==> src/hw/rtl/hslrgb_pkg.sv <==
// Shared constants, types and the helper function of the HSL to RGB converter.
`timescale 1ns / 1ps

package hslrgb_pkg;

    localparam int FRAC_BITS  = 12;
    localparam int HUE_W      = 12;
    localparam int SAT_W      = 13;
    localparam int LIT_W      = 13;
    localparam int CHAN_W     = 8;
    localparam int UNIT_W     = FRAC_BITS + 1;
    localparam int WIDE_W     = UNIT_W + 2;
    localparam int H6_W       = FRAC_BITS + 3;
    localparam int SEXT_W     = 3;
    localparam int NUM_STAGES = 6;

    localparam logic [UNIT_W-1:0] UNIT_ONE  = UNIT_W'(1) << FRAC_BITS;
    localparam logic [UNIT_W-1:0] UNIT_HALF = UNIT_W'(1) << (FRAC_BITS - 1);

    // Hue sextants, named by the colour range they span.
    localparam logic [SEXT_W-1:0] SEXT_RED_YELLOW    = 3'd0;
    localparam logic [SEXT_W-1:0] SEXT_YELLOW_GREEN  = 3'd1;
    localparam logic [SEXT_W-1:0] SEXT_GREEN_CYAN    = 3'd2;
    localparam logic [SEXT_W-1:0] SEXT_CYAN_BLUE     = 3'd3;
    localparam logic [SEXT_W-1:0] SEXT_BLUE_MAGENTA  = 3'd4;

    typedef struct packed {
        logic [NUM_STAGES-1:0] load;
    } pipe_ctrl_t;

    // Clamps a signed intermediate to the unit range [0, ONE].
    function automatic logic [UNIT_W-1:0] clamp_unit(input logic signed [WIDE_W-1:0] x);
        logic [UNIT_W-1:0] res;
        if (x < 0)
        begin
            res = '0;
        end
        else if (x > $signed({2'b00, UNIT_ONE}))
        begin
            res = UNIT_ONE;
        end
        else
        begin
            res = x[UNIT_W-1:0];
        end
        return res;
    endfunction

endpackage

==> src/hw/rtl/hslrgb_pipe_ctrl.sv <==
// Valid-bit chain and per-stage load enables of the converter pipeline.
`timescale 1ns / 1ps

module hslrgb_pipe_ctrl
    import hslrgb_pkg::*;
(
    input  logic       clk,
    input  logic       rst_n,
    input  logic       pix_valid,
    output logic       pix_stall,
    output logic       rgb_valid,
    input  logic       rgb_stall,
    output pipe_ctrl_t ctrl
);

    logic [NUM_STAGES-1:0] vld_reg;
    logic [NUM_STAGES-1:0] vld_next;
    logic [NUM_STAGES-1:0] adv;

    // A stage moves when it is empty or when the stage after it moves.
    always_comb
    begin
        adv[NUM_STAGES-1] = !vld_reg[NUM_STAGES-1] || !rgb_stall;
        for (int k = NUM_STAGES - 2; k >= 0; k--)
        begin
            adv[k] = !vld_reg[k] || adv[k+1];
        end
    end

    always_comb
    begin
        vld_next[0] = adv[0] ? pix_valid : vld_reg[0];
        for (int k = 1; k < NUM_STAGES; k++)
        begin
            vld_next[k] = adv[k] ? vld_reg[k-1] : vld_reg[k];
        end
    end

    always_ff @(posedge clk or negedge rst_n)
    begin
        if (!rst_n)
        begin
            vld_reg <= '0;
        end
        else
        begin
            vld_reg <= vld_next;
        end
    end

    assign pix_stall = !adv[0];
    assign rgb_valid = vld_reg[NUM_STAGES-1];
    assign ctrl.load = adv;

endmodule

==> src/hw/rtl/hsl_to_rgb_converter.sv <==
// Top level of the HSL to RGB pixel converter: six-stage arithmetic pipeline.
`timescale 1ns / 1ps
// A pixel transfer accepted at the input passes through the stage registers 0 to 5 in order
// and is offered from the stage 5 output register.
// Throughput: one pixel per clock unless the output stalls; every stage holds a valid bit and
// empty stages fill up even while the output is stalled, so the pipeline runs back to back.
// The depth is set by the two multipliers (lightness times saturation, span times fraction),
// each followed by its own register. Reset clears only the valid bits; data is not reset.

module hsl_to_rgb_converter
    import hslrgb_pkg::*;
(
    input  logic              clk,
    input  logic              rst_n,
    input  logic              pix_valid,
    output logic              pix_stall,
    input  logic [HUE_W-1:0]  hue,
    input  logic [SAT_W-1:0]  saturation,
    input  logic [LIT_W-1:0]  lightness,
    output logic              rgb_valid,
    input  logic              rgb_stall,
    output logic [CHAN_W-1:0] red,
    output logic [CHAN_W-1:0] green,
    output logic [CHAN_W-1:0] blue
);

    pipe_ctrl_t ctrl;

    // The control block decides which stages take new data in each cycle. A stage loads
    // whenever it is empty or its successor is moving, so bubbles are squeezed out.
    hslrgb_pipe_ctrl u_ctrl (
        .clk       (clk),
        .rst_n     (rst_n),
        .pix_valid (pix_valid),
        .pix_stall (pix_stall),
        .rgb_valid (rgb_valid),
        .rgb_stall (rgb_stall),
        .ctrl      (ctrl)
    );

    // ------------------------------------------------------------------
    // Stage 0: saturate saturation and lightness to one, split the hue
    // (times six) into its sextant and the fraction within it.
    // ------------------------------------------------------------------
    logic [H6_W-1:0]   h6;
    logic [UNIT_W-1:0] sat_clamped;
    logic [UNIT_W-1:0] lit_clamped;

    logic [UNIT_W-1:0]    s0_reg;
    logic [UNIT_W-1:0]    l0_reg;
    logic [SEXT_W-1:0]    sext0_reg;
    logic [FRAC_BITS-1:0] frac0_reg;

    assign h6          = H6_W'(hue[FRAC_BITS-1:0]) * H6_W'(6);
    assign sat_clamped = (saturation > UNIT_ONE) ? UNIT_ONE : saturation[UNIT_W-1:0];
    assign lit_clamped = (lightness  > UNIT_ONE) ? UNIT_ONE : lightness[UNIT_W-1:0];

    always_ff @(posedge clk)
    begin
        if (ctrl.load[0])
        begin
            s0_reg    <= sat_clamped;
            l0_reg    <= lit_clamped;
            sext0_reg <= h6[FRAC_BITS +: SEXT_W];
            frac0_reg <= h6[FRAC_BITS-1:0];
        end
    end

    // ------------------------------------------------------------------
    // Stage 1: the single product lightness times saturation, truncated.
    // Both branches of v are built from it, since
    // (l * (ONE + s)) >> F equals l + ((l * s) >> F).
    // ------------------------------------------------------------------
    logic [2*UNIT_W-1:0] ls_prod;

    logic [UNIT_W-1:0]    ls1_reg;
    logic [UNIT_W-1:0]    s1_reg;
    logic [UNIT_W-1:0]    l1_reg;
    logic [SEXT_W-1:0]    sext1_reg;
    logic [FRAC_BITS-1:0] frac1_reg;

    assign ls_prod = (2*UNIT_W)'(l0_reg) * (2*UNIT_W)'(s0_reg);

    always_ff @(posedge clk)
    begin
        if (ctrl.load[1])
        begin
            ls1_reg   <= ls_prod[FRAC_BITS +: UNIT_W];
            s1_reg    <= s0_reg;
            l1_reg    <= l0_reg;
            sext1_reg <= sext0_reg;
            frac1_reg <= frac0_reg;
        end
    end

    // ------------------------------------------------------------------
    // Stage 2: v, m = 2l - v and the span v - m, each clamped to the unit
    // range. A v of zero marks the pixel as grey.
    // ------------------------------------------------------------------
    logic signed [WIDE_W-1:0] v_wide;
    logic [UNIT_W-1:0]        v_val;
    logic [UNIT_W-1:0]        m_val;
    logic signed [WIDE_W-1:0] span_wide;

    logic [UNIT_W-1:0]    v2_reg;
    logic [UNIT_W-1:0]    m2_reg;
    logic [UNIT_W-1:0]    span2_reg;
    logic [UNIT_W-1:0]    l2_reg;
    logic [SEXT_W-1:0]    sext2_reg;
    logic [FRAC_BITS-1:0] frac2_reg;
    logic                 gray2_reg;

    always_comb
    begin
        if (l1_reg <= UNIT_HALF)
        begin
            v_wide = $signed(WIDE_W'(l1_reg)) + $signed(WIDE_W'(ls1_reg));
        end
        else
        begin
            v_wide = $signed(WIDE_W'(l1_reg)) + $signed(WIDE_W'(s1_reg))
                   - $signed(WIDE_W'(ls1_reg));
        end
        v_val     = clamp_unit(v_wide);
        m_val     = clamp_unit($signed(WIDE_W'(l1_reg)) + $signed(WIDE_W'(l1_reg))
                               - $signed(WIDE_W'(v_val)));
        span_wide = $signed(WIDE_W'(v_val)) - $signed(WIDE_W'(m_val));
    end

    always_ff @(posedge clk)
    begin
        if (ctrl.load[2])
        begin
            v2_reg    <= v_val;
            m2_reg    <= m_val;
            span2_reg <= clamp_unit(span_wide);
            l2_reg    <= l1_reg;
            sext2_reg <= sext1_reg;
            frac2_reg <= frac1_reg;
            gray2_reg <= (v_val == '0);
        end
    end

    // ------------------------------------------------------------------
    // Stage 3: vsf = (span * fraction) >> F, which stands in for a division.
    // ------------------------------------------------------------------
    localparam int VSF_PROD_W = UNIT_W + FRAC_BITS;

    logic [VSF_PROD_W-1:0] vsf_prod;

    logic [UNIT_W-1:0] vsf3_reg;
    logic [UNIT_W-1:0] v3_reg;
    logic [UNIT_W-1:0] m3_reg;
    logic [UNIT_W-1:0] l3_reg;
    logic [SEXT_W-1:0] sext3_reg;
    logic              gray3_reg;

    assign vsf_prod = VSF_PROD_W'(span2_reg) * VSF_PROD_W'(frac2_reg);

    always_ff @(posedge clk)
    begin
        if (ctrl.load[3])
        begin
            vsf3_reg  <= vsf_prod[FRAC_BITS +: UNIT_W];
            v3_reg    <= v2_reg;
            m3_reg    <= m2_reg;
            l3_reg    <= l2_reg;
            sext3_reg <= sext2_reg;
            gray3_reg <= gray2_reg;
        end
    end

    // ------------------------------------------------------------------
    // Stage 4: the rising and falling edges m + vsf and v - vsf, and
    // the per-sextant choice of v, m and those edges, or of l if grey.
    // ------------------------------------------------------------------
    logic [UNIT_W-1:0] mid_up;
    logic [UNIT_W-1:0] mid_down;
    logic [UNIT_W-1:0] r_sel;
    logic [UNIT_W-1:0] g_sel;
    logic [UNIT_W-1:0] b_sel;

    logic [UNIT_W-1:0] r4_reg;
    logic [UNIT_W-1:0] g4_reg;
    logic [UNIT_W-1:0] b4_reg;

    always_comb
    begin
        mid_up   = clamp_unit($signed(WIDE_W'(m3_reg)) + $signed(WIDE_W'(vsf3_reg)));
        mid_down = clamp_unit($signed(WIDE_W'(v3_reg)) - $signed(WIDE_W'(vsf3_reg)));
        if (gray3_reg)
        begin
            r_sel = l3_reg;
            g_sel = l3_reg;
            b_sel = l3_reg;
        end
        else
        begin
            unique case (sext3_reg)
                SEXT_RED_YELLOW:
                begin
                    r_sel = v3_reg;
                    g_sel = mid_up;
                    b_sel = m3_reg;
                end
                SEXT_YELLOW_GREEN:
                begin
                    r_sel = mid_down;
                    g_sel = v3_reg;
                    b_sel = m3_reg;
                end
                SEXT_GREEN_CYAN:
                begin
                    r_sel = m3_reg;
                    g_sel = v3_reg;
                    b_sel = mid_up;
                end
                SEXT_CYAN_BLUE:
                begin
                    r_sel = m3_reg;
                    g_sel = mid_down;
                    b_sel = v3_reg;
                end
                SEXT_BLUE_MAGENTA:
                begin
                    r_sel = mid_up;
                    g_sel = m3_reg;
                    b_sel = v3_reg;
                end
                // The magenta to red sextant; the hue never reaches the unused codes.
                default:
                begin
                    r_sel = v3_reg;
                    g_sel = m3_reg;
                    b_sel = mid_down;
                end
            endcase
        end
    end

    always_ff @(posedge clk)
    begin
        if (ctrl.load[4])
        begin
            r4_reg <= r_sel;
            g4_reg <= g_sel;
            b4_reg <= b_sel;
        end
    end

    // ------------------------------------------------------------------
    // Stage 5: scale each channel by 255 as (c << 8) - c and truncate.
    // This is the output register.
    // ------------------------------------------------------------------
    localparam int SCALE_W = UNIT_W + CHAN_W;

    logic [SCALE_W-1:0] r_scaled;
    logic [SCALE_W-1:0] g_scaled;
    logic [SCALE_W-1:0] b_scaled;

    logic [CHAN_W-1:0] red_reg;
    logic [CHAN_W-1:0] green_reg;
    logic [CHAN_W-1:0] blue_reg;

    assign r_scaled = (SCALE_W'(r4_reg) << CHAN_W) - SCALE_W'(r4_reg);
    assign g_scaled = (SCALE_W'(g4_reg) << CHAN_W) - SCALE_W'(g4_reg);
    assign b_scaled = (SCALE_W'(b4_reg) << CHAN_W) - SCALE_W'(b4_reg);

    always_ff @(posedge clk)
    begin
        if (ctrl.load[5])
        begin
            red_reg   <= r_scaled[FRAC_BITS +: CHAN_W];
            green_reg <= g_scaled[FRAC_BITS +: CHAN_W];
            blue_reg  <= b_scaled[FRAC_BITS +: CHAN_W];
        end
    end

    assign red   = red_reg;
    assign green = green_reg;
    assign blue  = blue_reg;

endmodule

==> config.mk <==
export PLATFORM = sky130hd
export DESIGN_NAME = hsl_to_rgb_converter
export DESIGN_NICKNAME = d
export VERILOG_FILES = /design/src/hw/rtl/hslrgb_pkg.sv /design/src/hw/rtl/hslrgb_pipe_ctrl.sv /design/src/hw/rtl/hsl_to_rgb_converter.sv
export SDC_FILE = /design/constraint.sdc
export NUM_CORES = 1
export LEC_CHECK = 0
export BUFFER_PORTS_ARGS = -buffer_cell sky130_fd_sc_hd__buf_2
export CAP_MARGIN = 20
export CELL_PAD_IN_SITES_DETAIL_PLACEMENT = 0
export CELL_PAD_IN_SITES_GLOBAL_PLACEMENT = 1
export CORE_UTILIZATION = 30
export CTS_BUF_LIST = sky130_fd_sc_hd__clkbuf_4 sky130_fd_sc_hd__clkbuf_8 sky130_fd_sc_hd__clkbuf_16
export DETAILED_ROUTE_END_ITERATION = 12
export PLACE_DENSITY = 0.58
export SYNTH_ARGS = -nofsm -noshare
export SYNTH_HDL_FRONTEND = slang
export SYNTH_SLANG_ARGS = --single-unit
==> constraint.sdc <==
create_clock -name clk -period 10.7 [get_ports clk]
set_input_delay 1.07 -clock clk [delete_from_list [all_inputs] [get_ports clk]]
set_output_delay 1.07 -clock clk [all_outputs]
set_load 0.005 [all_outputs]
Word level (Yosys, flattened, before mapping) --
Cells that the tools add are included.
Word-level totals: word-level logic and storage cells 103, output and inout port bits 26, flip-flop bits (word level) 285
Operators by class: muxes and demuxes 16, equal/unequal tests 4, magnitude comparators 13, reduce and logical (&&, ||, !) cells 21, multipliers 3, $add $sub $neg 11
Operators with widths (number):
- 13-bit two-way mux | 12
- 13-bit one-hot mux with 3 select lines | 3
- 20-bit by 13-bit subtractor with 20-bit output | 3
- 13-bit by 13-bit adder with 14-bit output | 4
- 14-bit by 1-bit < comparator with 1-bit output (second input constant) | 3
- 15-bit by 14-bit > comparator with 1-bit output (second input constant) | 2
- 15-bit by 1-bit < comparator with 1-bit output (second input constant) | 2
- 14-bit by 13-bit subtractor with 15-bit output | 2
- 14-bit > comparator (second input constant) | 2
- 13-bit by 13-bit subtractor with 14-bit output | 2
- 13-bit > comparator (second input constant) | 2
- 13-bit by 13-bit multiplier with 25-bit output | 1
- 13-bit by 11-bit multiplier with 24-bit output | 1
- 15-bit two-way mux | 1
- 14-bit by 13-bit > comparator with 1-bit output (second input constant) | 1
- 12-bit by 2-bit multiplier with 14-bit output (second input constant) | 1
- 13-bit by 12-bit <= comparator with 1-bit output (second input constant) | 1
- 13-bit logical NOT | 1
- 2-bit OR reduction | 5
- 1-bit logical NOT | 8
- 3-bit by 2-bit == test with 1-bit output (second input constant) | 2
- 1-bit logical OR | 6
- 3-bit by 1-bit == test with 1-bit output (second input constant) | 1
- 3-bit == test (second input constant) | 1
- 3-bit logical NOT | 1

Longest topological paths before layout --
Gate-level depths: netlist of run 1.
depth after elaboration 13, gate-level depth with buffers 45, depth with buffers taken out 43

By module --
From an unflattened synthesis of run 1, not the netlist that was laid out.
Unflattened totals: cells, all modules 2554, area total of the unflattened synthesis 25806.0 µm²
Modules (own cells, without submodules):
- hsl_to_rgb_converter | area each 25563.3 µm², cells each 2533, times used 1
- hslrgb_pipe_ctrl | area each 242.7 µm², cells each 21, times used 1

Least setup slack after synthesis of run 1 --
Ideal clock, no wire load.
path kind register -> register, from reg l1_reg[0], to reg span2_reg[2], data pin, setup slack 1.912 ns, period minus slack after synthesis 8.788 ns, cell stages (with the launch flop) 45, buffers on the path 2, arrival time 8.513 ns, cells stage by stage edfxtp_1 inv_1 ha_1 inv_1 ha_1 fa_1 a21o_1 a21oi_1 xnor2_1 or3_1 or4_1 o32ai_1 and4_1 a31oi_1 a21oi_1 buf_2 nand2_1 fa_1 [... 9 more ...] nor3_1 a41oi_1 nor2_1 ha_1 fa_1 inv_1 a21oi_1 o21bai_1 a21o_1 a21o_1 a21o_1 a21o_1 a21o_1 a21oi_1 o21ai_0 xor2_1 clkbuf_1 a211oi_1
Between the ends: cells in the longest elaborated chain, start to end 13, elaborated cells on any way between the ends 19, those cells by class add/sub: 6; order compare: 7; mux: 5; reduce/logical: 1
Ends and longest elaborated chain:
- start: declaration | line hsl_to_rgb_converter.sv:78 | logic [UNIT_W-1:0] l1_reg;
- start signal: assignment | line hsl_to_rgb_converter.sv:90 | l1_reg <= l0_reg;
- 13-bit by 13-bit adder with 14-bit output | line hsl_to_rgb_converter.sv:121 | v_wide = $signed(WIDE_W'(l1_reg)) + $signed(WIDE_W'(s1_reg))
- 14-bit by 13-bit subtractor with 15-bit output | line hsl_to_rgb_converter.sv:122 | - $signed(WIDE_W'(ls1_reg));
- 15-bit two-way mux | line hsl_to_rgb_converter.sv:115 | if (l1_reg <= UNIT_HALF)
- 15-bit by 14-bit > comparator with 1-bit output | line hslrgb_pkg.sv:38 | else if (x > $signed({2'b00, UNIT_ONE}))
- 13-bit two-way mux | line hslrgb_pkg.sv:38
- 13-bit two-way mux | line hslrgb_pkg.sv:34 | if (x < 0)
- 14-bit by 13-bit subtractor with 15-bit output * | line hsl_to_rgb_converter.sv:126 | - $signed(WIDE_W'(v_val)));
- 15-bit by 14-bit > comparator with 1-bit output | line hslrgb_pkg.sv:38
- 13-bit two-way mux | line hslrgb_pkg.sv:38
- 13-bit two-way mux * | line hslrgb_pkg.sv:34
- named net m_val[0] | line hsl_to_rgb_converter.sv:102 | logic [UNIT_W-1:0] m_val;
- 13-bit by 13-bit subtractor with 14-bit output * | line hsl_to_rgb_converter.sv:127 | span_wide = $signed(WIDE_W'(v_val)) - $signed(WIDE_W'(m_val));
- 14-bit by 1-bit < comparator with 1-bit output or 14-bit > comparator (tied branches) | line hslrgb_pkg.sv:34, hslrgb_pkg.sv:38
- 2-bit OR reduction (no line)
- end signal: assignment | line hsl_to_rgb_converter.sv:136 | span2_reg <= clamp_unit(span_wide);
- end: declaration | line hsl_to_rgb_converter.sv:107 | logic [UNIT_W-1:0] span2_reg;
Mark *: on every way through the listed nets, which the timed path passes. The rest lies on a longest branch. A chain may end at the register's enable or synchronous reset.

Final worst setup path of run 1 --
from reg l1_reg[0], to reg span2_reg[3], data pin
Between the ends: cells in the longest elaborated chain, start to end 13, elaborated cells on any way between the ends 19, those cells by class add/sub: 6; order compare: 7; mux: 5; reduce/logical: 1
Ends and longest elaborated chain:
- 13-bit by 13-bit adder with 14-bit output | line hsl_to_rgb_converter.sv:121
- 14-bit by 13-bit subtractor with 15-bit output | line hsl_to_rgb_converter.sv:122
- 15-bit two-way mux * | line hsl_to_rgb_converter.sv:115
- 15-bit by 14-bit > comparator with 1-bit output | line hslrgb_pkg.sv:38
- 13-bit two-way mux | line hslrgb_pkg.sv:38
- 13-bit two-way mux * | line hslrgb_pkg.sv:34
- named net v_val[2] | line hsl_to_rgb_converter.sv:101 | logic [UNIT_W-1:0] v_val;
- 14-bit by 13-bit subtractor with 15-bit output * | line hsl_to_rgb_converter.sv:126
- 15-bit by 14-bit > comparator with 1-bit output | line hslrgb_pkg.sv:38
- 13-bit two-way mux | line hslrgb_pkg.sv:38
- 13-bit two-way mux * | line hslrgb_pkg.sv:34
- named net m_val[0] | line hsl_to_rgb_converter.sv:102
- 13-bit by 13-bit subtractor with 14-bit output * | line hsl_to_rgb_converter.sv:127
- 14-bit by 1-bit < comparator with 1-bit output or 14-bit > comparator (tied branches) | line hslrgb_pkg.sv:34, hslrgb_pkg.sv:38
- 2-bit OR reduction (no line)
Marks and branches as above.

==> results of run 1 <==
-- layout make-up --
| cell class | instances | area (µm²) | area share (%) |
|---|---|---|---|
| multi-input cells | 1755 | 15200 | 53.6 |
| flip-flops and latches | 285 | 8530 | 30.0 |
| inverters | 380 | 1430 | 5.02 |
| well taps | 1134 | 1420 | 5.00 |
| clock buffers | 41 | 973 | 3.43 |
| repair buffers | 89 | 520 | 1.83 |
| clock inverters | 28 | 322 | 1.13 |
-- synth_stat cells, types with 27 or more instances --
cell type | n | share of area [%]
nor2_1 | 108 | 1.6
xnor2_1 | 77 | 2.6
nand2_1 | 284 | 4.2
nand3_1 | 27 | 0.53
a21oi_1 | 103 | 2.0
xor2_1 | 27 | 0.93
ha_1 | 230 | 11
nor3_1 | 46 | 0.90
and2_1 | 124 | 3.0
clkbuf_1 | 79 | 1.2
fa_1 | 235 | 18
edfxtp_1 | 279 | 33
nand2b_1 | 57 | 1.4
nor2b_1 | 42 | 1.0
o21ai_0 | 67 | 1.3
a21o_1 | 39 | 1.1
inv_1 | 377 | 5.5
-- metrics by stage --
stage / worst slack, ns / hold WS, ns / instances
detailed placement: 0.621 / 0.405 / 3641
finish: 0.950 / 0.302 / 3712
global route: 0.0392 / 0.271 / 3712
CTS: 0.475 / 0.267 / 3710
floorplan: 1.91 / 0.400 / 2509
global placement: 0.734 / 0.402 / 3641
-- final timing paths --
kind                                      from                             to  slack, ns
max in group asynchronous                rst_n  u_ctrl.vld_reg[3]$_DFFE_PN0P_      10.25
setup / recovery           l1_reg[0]$_DFFE_PP_     span2_reg[3]$_SDFFCE_PP0P_       0.95
hold reg to reg            m2_reg[3]$_DFFE_PP_            m3_reg[3]$_DFFE_PP_       0.41
setup reg to reg           l1_reg[0]$_DFFE_PP_     span2_reg[3]$_SDFFCE_PP0P_       0.95
hold / removal                           rst_n  u_ctrl.vld_reg[5]$_DFFE_PN0P_       0.30
min in group clk           m2_reg[3]$_DFFE_PP_            m3_reg[3]$_DFFE_PP_       0.41
-- worst max-delay path: cells and delay by family, from the launching register on --
family / cells / cell delay (ns)
AO/OA/AOI/OAI: 23 / 3.95
AND/OR/NAND/NOR: 7 / 2.18
adder cells (fa/ha/maj): 6 / 1.84
XOR/XNOR: 3 / 0.73
flip-flops: 1 / 0.48
buffers and inverters: 4 / 0.24
-- layer usage --
layer	wire length, µm	track usage, %	vias up
li1	-	-	8542
met1	30200	20.7	8873
met2	33100	28.0	345
met3	2360	2.09	89
met4	1550	4.27	0
met5	0	0	-
-- timing repair --
action / in CTS / in global routing
resized for setup: 0 / 2
setup endpoints to repair: 0 / 13
setup buffers: 0 / 1
endpoints found under the hold margin: 0 / 0
-- cell usage in the layout, fill, tap and decap left out, drive strengths merged, types with 14 or more instances in the layout --
master and count:
a211oi 14, a21o 39, a21oi 107, a221oi 20, a31oi 28, and2 124
buf 89, clkbuf 41, clkinv 18, edfxtp 279, fa 235, ha 230
inv 384, nand2 285, nand2b 57, nand3 27, nand4 16, nor2 109
nor2b 42, nor3 49, o21a 18, o21ai 75, xnor2 77, xor2 27
-- cells by family (layout without fill, tap and decap cells) --
logic type | after synthesis | count (layout) | share of synthesized area (%)
xor+xnor | 104 | 104 | 3.57
simple gates | 770 | 770 | 15.0
compound gates | 407 | 407 | 10.9
flops | 285 | 285 | 33.4
mux | 9 | 9 | 0.368
fa+ha+maj | 465 | 465 | 29.7
buf+inv | 469 | 538 | 6.99
==> out/results.txt, run 1 <==
Outcome - finished clean
Final setup TNS - 0 ns
Tightest Hold Check Type - primary input to async pin
Die area - 0.0862 mm²
Overall Global Routing Usage - 16.0%
CORE AREA - 0.0840 mm²
Crit-path slowest cell - or4_1
FF+latch count, synth - 285
Post-detail-place hpwl - 52.3 mm
CTS Buffer Depth - 3
Avg WL per Cell - 18.1 µm
CTS H-tree lvls - 2
Critical path peak fanout - 13
Critical path's largest stage delay - 0.52 ns
FF-to-FF path depth - 43
Final worst clock skew - 0.0443 ns
Gpl congestion - 0.862
Worst-path clk slew - 0.06 ns
Initial core utilization - 30.4%
Worst slew pin tran - 1.08 ns
DP Area - 0.0271 mm²
Clock sinks - 285
Main synth FF type - edfxtp_1
Critical path endpoint category - flip-flop
Fin crit share - 91.1%
Drt pass-1 iters - 5
Root buffer cell - clkbuf_16
FMAX - 103 MHz
Yosys warning count - 0
CTS Hold Bufs - 0
# DRC - 0
RSZ-0062 raised after global routing - false
Vias in the first global route - 19.2k
CP most frequent cell - a21o_1
Mean Syn Cell Area - 10.2 µm²
Sequential area share after synthesis - 33.4%
Grt ovf - 0
Startpoint class of the critical path - flip-flop
Fill cell total of the finished layout - 8546
Area Overhead vs Synth - 11.4%
Max Slew Vio Count - 0
Final Hold Viols - 0
Setup violations, final - 0
Tmin final - 9.75 ns
Post-layout util - 33.8%
Port bufs - 67
CTS tree - yes
Distinct cells, synth - 84
Async set-reset flop share out of synthesis - 2.11%
FP Rows - 106
Crit path DAT - 10.01 ns
Largest net degree at the start of global routing - 68
Critical Path RT - 10.96 ns
Share of cells above drive strength 1 - 7.72%
Nets@finish - 3056
Die W - 294 µm
Max-cap violations - 0
Syn_nets - 3016
Crit Path Category - flip-flop to flip-flop
Synthesized area - 0.0255 mm²
Ports - 68
DR iter-0 viols - 1033
TritonCTS Buffers - 38
Initial antenna violation count - 0
Clk Latency, worst-skew pair - 0.58 ns
Die span in y - 294 µm
DRT Wirelength - 67.2 mm
Antenna diode count - 0
DR vias - 17.8k
Post-synth EDFFs - 279
Syn Inst Count - 2509
First-pass GRT wire length - 107 mm
Relative slew slack - 27.8%
Cell area after layout - 0.0284 mm²
Vias per cell - 4.81
Final antenna-violating net count - 0
Power of run 1 is not shown: default switching activity piles up to over one toggle a cycle in this logic, so the estimate is an artifact.
==> run 2: changes to the inputs <==
--- a/config.mk
+++ b/config.mk
@@ -6,13 +6,13 @@
 export NUM_CORES = 1
 export LEC_CHECK = 0
 export BUFFER_PORTS_ARGS = -buffer_cell sky130_fd_sc_hd__buf_2
-export CAP_MARGIN = 20
 export CELL_PAD_IN_SITES_DETAIL_PLACEMENT = 0
 export CELL_PAD_IN_SITES_GLOBAL_PLACEMENT = 1
-export CORE_UTILIZATION = 30
+export CORE_UTILIZATION = 38
 export CTS_BUF_LIST = sky130_fd_sc_hd__clkbuf_4 sky130_fd_sc_hd__clkbuf_8 sky130_fd_sc_hd__clkbuf_16
+export CTS_CLUSTER_DIAMETER = 200
 export DETAILED_ROUTE_END_ITERATION = 12
-export PLACE_DENSITY = 0.58
+export PLACE_DENSITY = 0.69
 export SYNTH_ARGS = -nofsm -noshare
 export SYNTH_HDL_FRONTEND = slang
 export SYNTH_SLANG_ARGS = --single-unit
==> run 2 against run 1 <==
The flow now finishes with violations (design-rule violations). Core utilization up 8.4 points. Count of clock-buffer cells in the layout down 1. Final area shrank 1.7%. Critical path type unchanged.
==> out/results.txt, run 2 (synthesis results as in run 1) <==
Outcome - finished, violations left (was finished clean)
Failing checks - design-rule violations
Share of cells above drive strength 1 - 7.44% (was 7.72%)
CTS Buffer Depth - 3 (unchanged)
Multi-input gate area - 0.0152 mm² (about the same)
Initial core utilization - 38.6% (was 30.4%)
Relative slew slack - 30.5% (was 27.8%)
Crit-path slowest cell - a31oi_1 (was or4_1)
Cts repair resizes - 0 (unchanged)
DRT Wirelength - 62.7 mm (was 67.2 mm)
Worst hold slack - 0.325 ns (was 0.302 ns)
Clk Latency, worst-skew pair - 0.56 ns (was 0.58 ns)
Vias in the first global route - 18.8k (was 19.2k)
Crit Path Category - flip-flop to flip-flop (unchanged)
Worst-path clk slew - 0.06 ns (about the same)
Vias per cell - 5.24 (was 4.81)
Tightest Hold Check Type - primary input to async pin (unchanged)
Critical Path RT - 10.96 ns (about the same)
CORE AREA - 0.0661 mm² (was 0.0840 mm²)
Fill cell total of the finished layout - 6459 (was 8546)
Fin crit share - 92.6% (was 91.1%)
Final antenna-violating net count - 0 (unchanged)
Avg WL per Cell - 18.3 µm (was 18.1 µm)
Nets@finish - 3050 (was 3056)
Most frequent cells in the layout - inv_1, nand2_1, edfxtp_1 (unchanged)
Antenna diode count - 0 (unchanged)
Tmin final - 9.91 ns (was 9.75 ns)
First-pass GRT wire length - 102 mm (was 107 mm)
RSZ-0062 raised after global routing - false (unchanged)
Final Hold Viols - 0 (unchanged)
Max-cap violations - 0 (unchanged)
Postcts setup bufs - 0 (unchanged)
R2R Path Start - l1_reg[0]$_DFFE_PP_ (unchanged)
DR vias - 18.0k (was 17.8k)
FMAX - 101 MHz (was 103 MHz)
Commonest non-fill, non-tap cell in the layout - inv_1 (unchanged)
FF/Latch Area - 0.00853 mm² (unchanged)
Initial antenna violation count - 0 (unchanged)
CP Buf/Inv Count - 4 (unchanged)
Reg2reg setup slack - 0.79 ns (was 0.95 ns)
CP most frequent cell - a21oi_1 (was a21o_1)
Gpl congestion - 0.916 (was 0.862)
Crit path DAT - 10.18 ns (was 10.01 ns)
Ports - 68 (unchanged)
Post-layout util - 42.2% (was 33.8%)
Port bufs - 67 (unchanged)
CTS tree - yes (unchanged)
Largest net degree at the start of global routing - 68 (unchanged)
Drt pass-1 iters - 9 (was 5)
FF-to-FF path depth - 43 (unchanged)
Top delay family on crit path - compound AO/OA/AOI/OAI gates (unchanged)
Overall Global Routing Usage - 19.1% (was 16.0%)
Clock sinks - 285 (unchanged)
Critical path's largest stage delay - 0.78 ns (was 0.52 ns)
DR iter-0 viols - 1103 (was 1033)
CTS Hold Bufs - 0 (unchanged)
Die W - 261 µm (was 294 µm)
Critical path peak fanout - 13 (unchanged)
Die span in y - 261 µm (was 294 µm)
Final setup margin - 0.789 ns (was 0.950 ns)
# DRC - 5 (was 0)
Startpoint class of the critical path - flip-flop (unchanged)
Setup WS pre-CTS - 0.742 ns (was 0.621 ns)
CTS H-tree lvls - 2 (unchanged)
Root buffer cell - clkbuf_16 (unchanged)
Area Overhead vs Synth - 9.46% (was 11.4%)
Final worst clock skew - 0.0344 ns (was 0.0443 ns)
Critical path endpoint category - flip-flop (unchanged)
Max Slew Vio Count - 0 (unchanged)
Final setup TNS - 0 ns (unchanged)
TritonCTS Buffers - 36 (was 38)
FP Rows - 94 (was 106)
Grt ovf - 0 (unchanged)
Setup violations, final - 0 (unchanged)
Post-detail-place hpwl - 48.6 mm (was 52.3 mm)
Die area - 0.0682 mm² (was 0.0862 mm²)
Worst slew pin tran - 1.04 ns (was 1.08 ns)
Reg2reg end - span2_reg[7]$_SDFFCE_PP0P_ (was span2_reg[3]$_SDFFCE_PP0P_)
-- run 2: stage by stage --
stage,std cells,instance area [µm²]
floorplan,2509,25500
global placement,3369,26700
detailed placement,3369,26700
CTS,3432,27900
global route,3432,27900
finish,3432,27900
-- run 2: metal layers --
metal	track usage [%]	vias to the layer above	wire, µm
met2	32.8	443	30700
met4	7.01	0	2090
met3	2.67	94	2850
met1	24.3	8907	27100
met5	0	-	0
li1	-	8534	-
-- run 2: how the worst max path moves through the flow --
stage / startpoint / to / cells past startpoint
final: l1_reg[0]$_DFFE_PP_ / span2_reg[7]$_SDFFCE_PP0P_ / 43
after global routing: l1_reg[0]$_DFFE_PP_ / span2_reg[6]$_SDFFCE_PP0P_ / 43
after CTS: l1_reg[0]$_DFFE_PP_ / span2_reg[4]$_SDFFCE_PP0P_ / 44
after detailed placement: l1_reg[0]$_DFFE_PP_ / span2_reg[0]$_SDFFCE_PP0P_ / 44
after global placement: l1_reg[0]$_DFFE_PP_ / span2_reg[0]$_SDFFCE_PP0P_ / 44
after floorplan: l1_reg[0]$_DFFE_PP_ / span2_reg[2]$_SDFFCE_PP0P_ / 44
-- run 2: worst reg2reg max path, delay by kind of cell, from the launching register on --
family	cells	cell delay, ns
AOI/OAI and AO/OA	23	4.35
xor gates and xnor gates	2	0.26
adders and majority gates	5	1.65
buffers and inverters	4	0.39
DFF	1	0.50
and+or+nand+nor	9	2.48
-- run 2: area by class of cell --
class	count	share of cell area, %
multi-input cells	1755	54.5
flip-flops and latches	285	30.5
inverters	380	5.11
well taps	864	3.87
clock buffers	40	3.33
repair buffers	85	1.69
clock inverters	23	0.964
Power of run 2 is left out for the same reason.
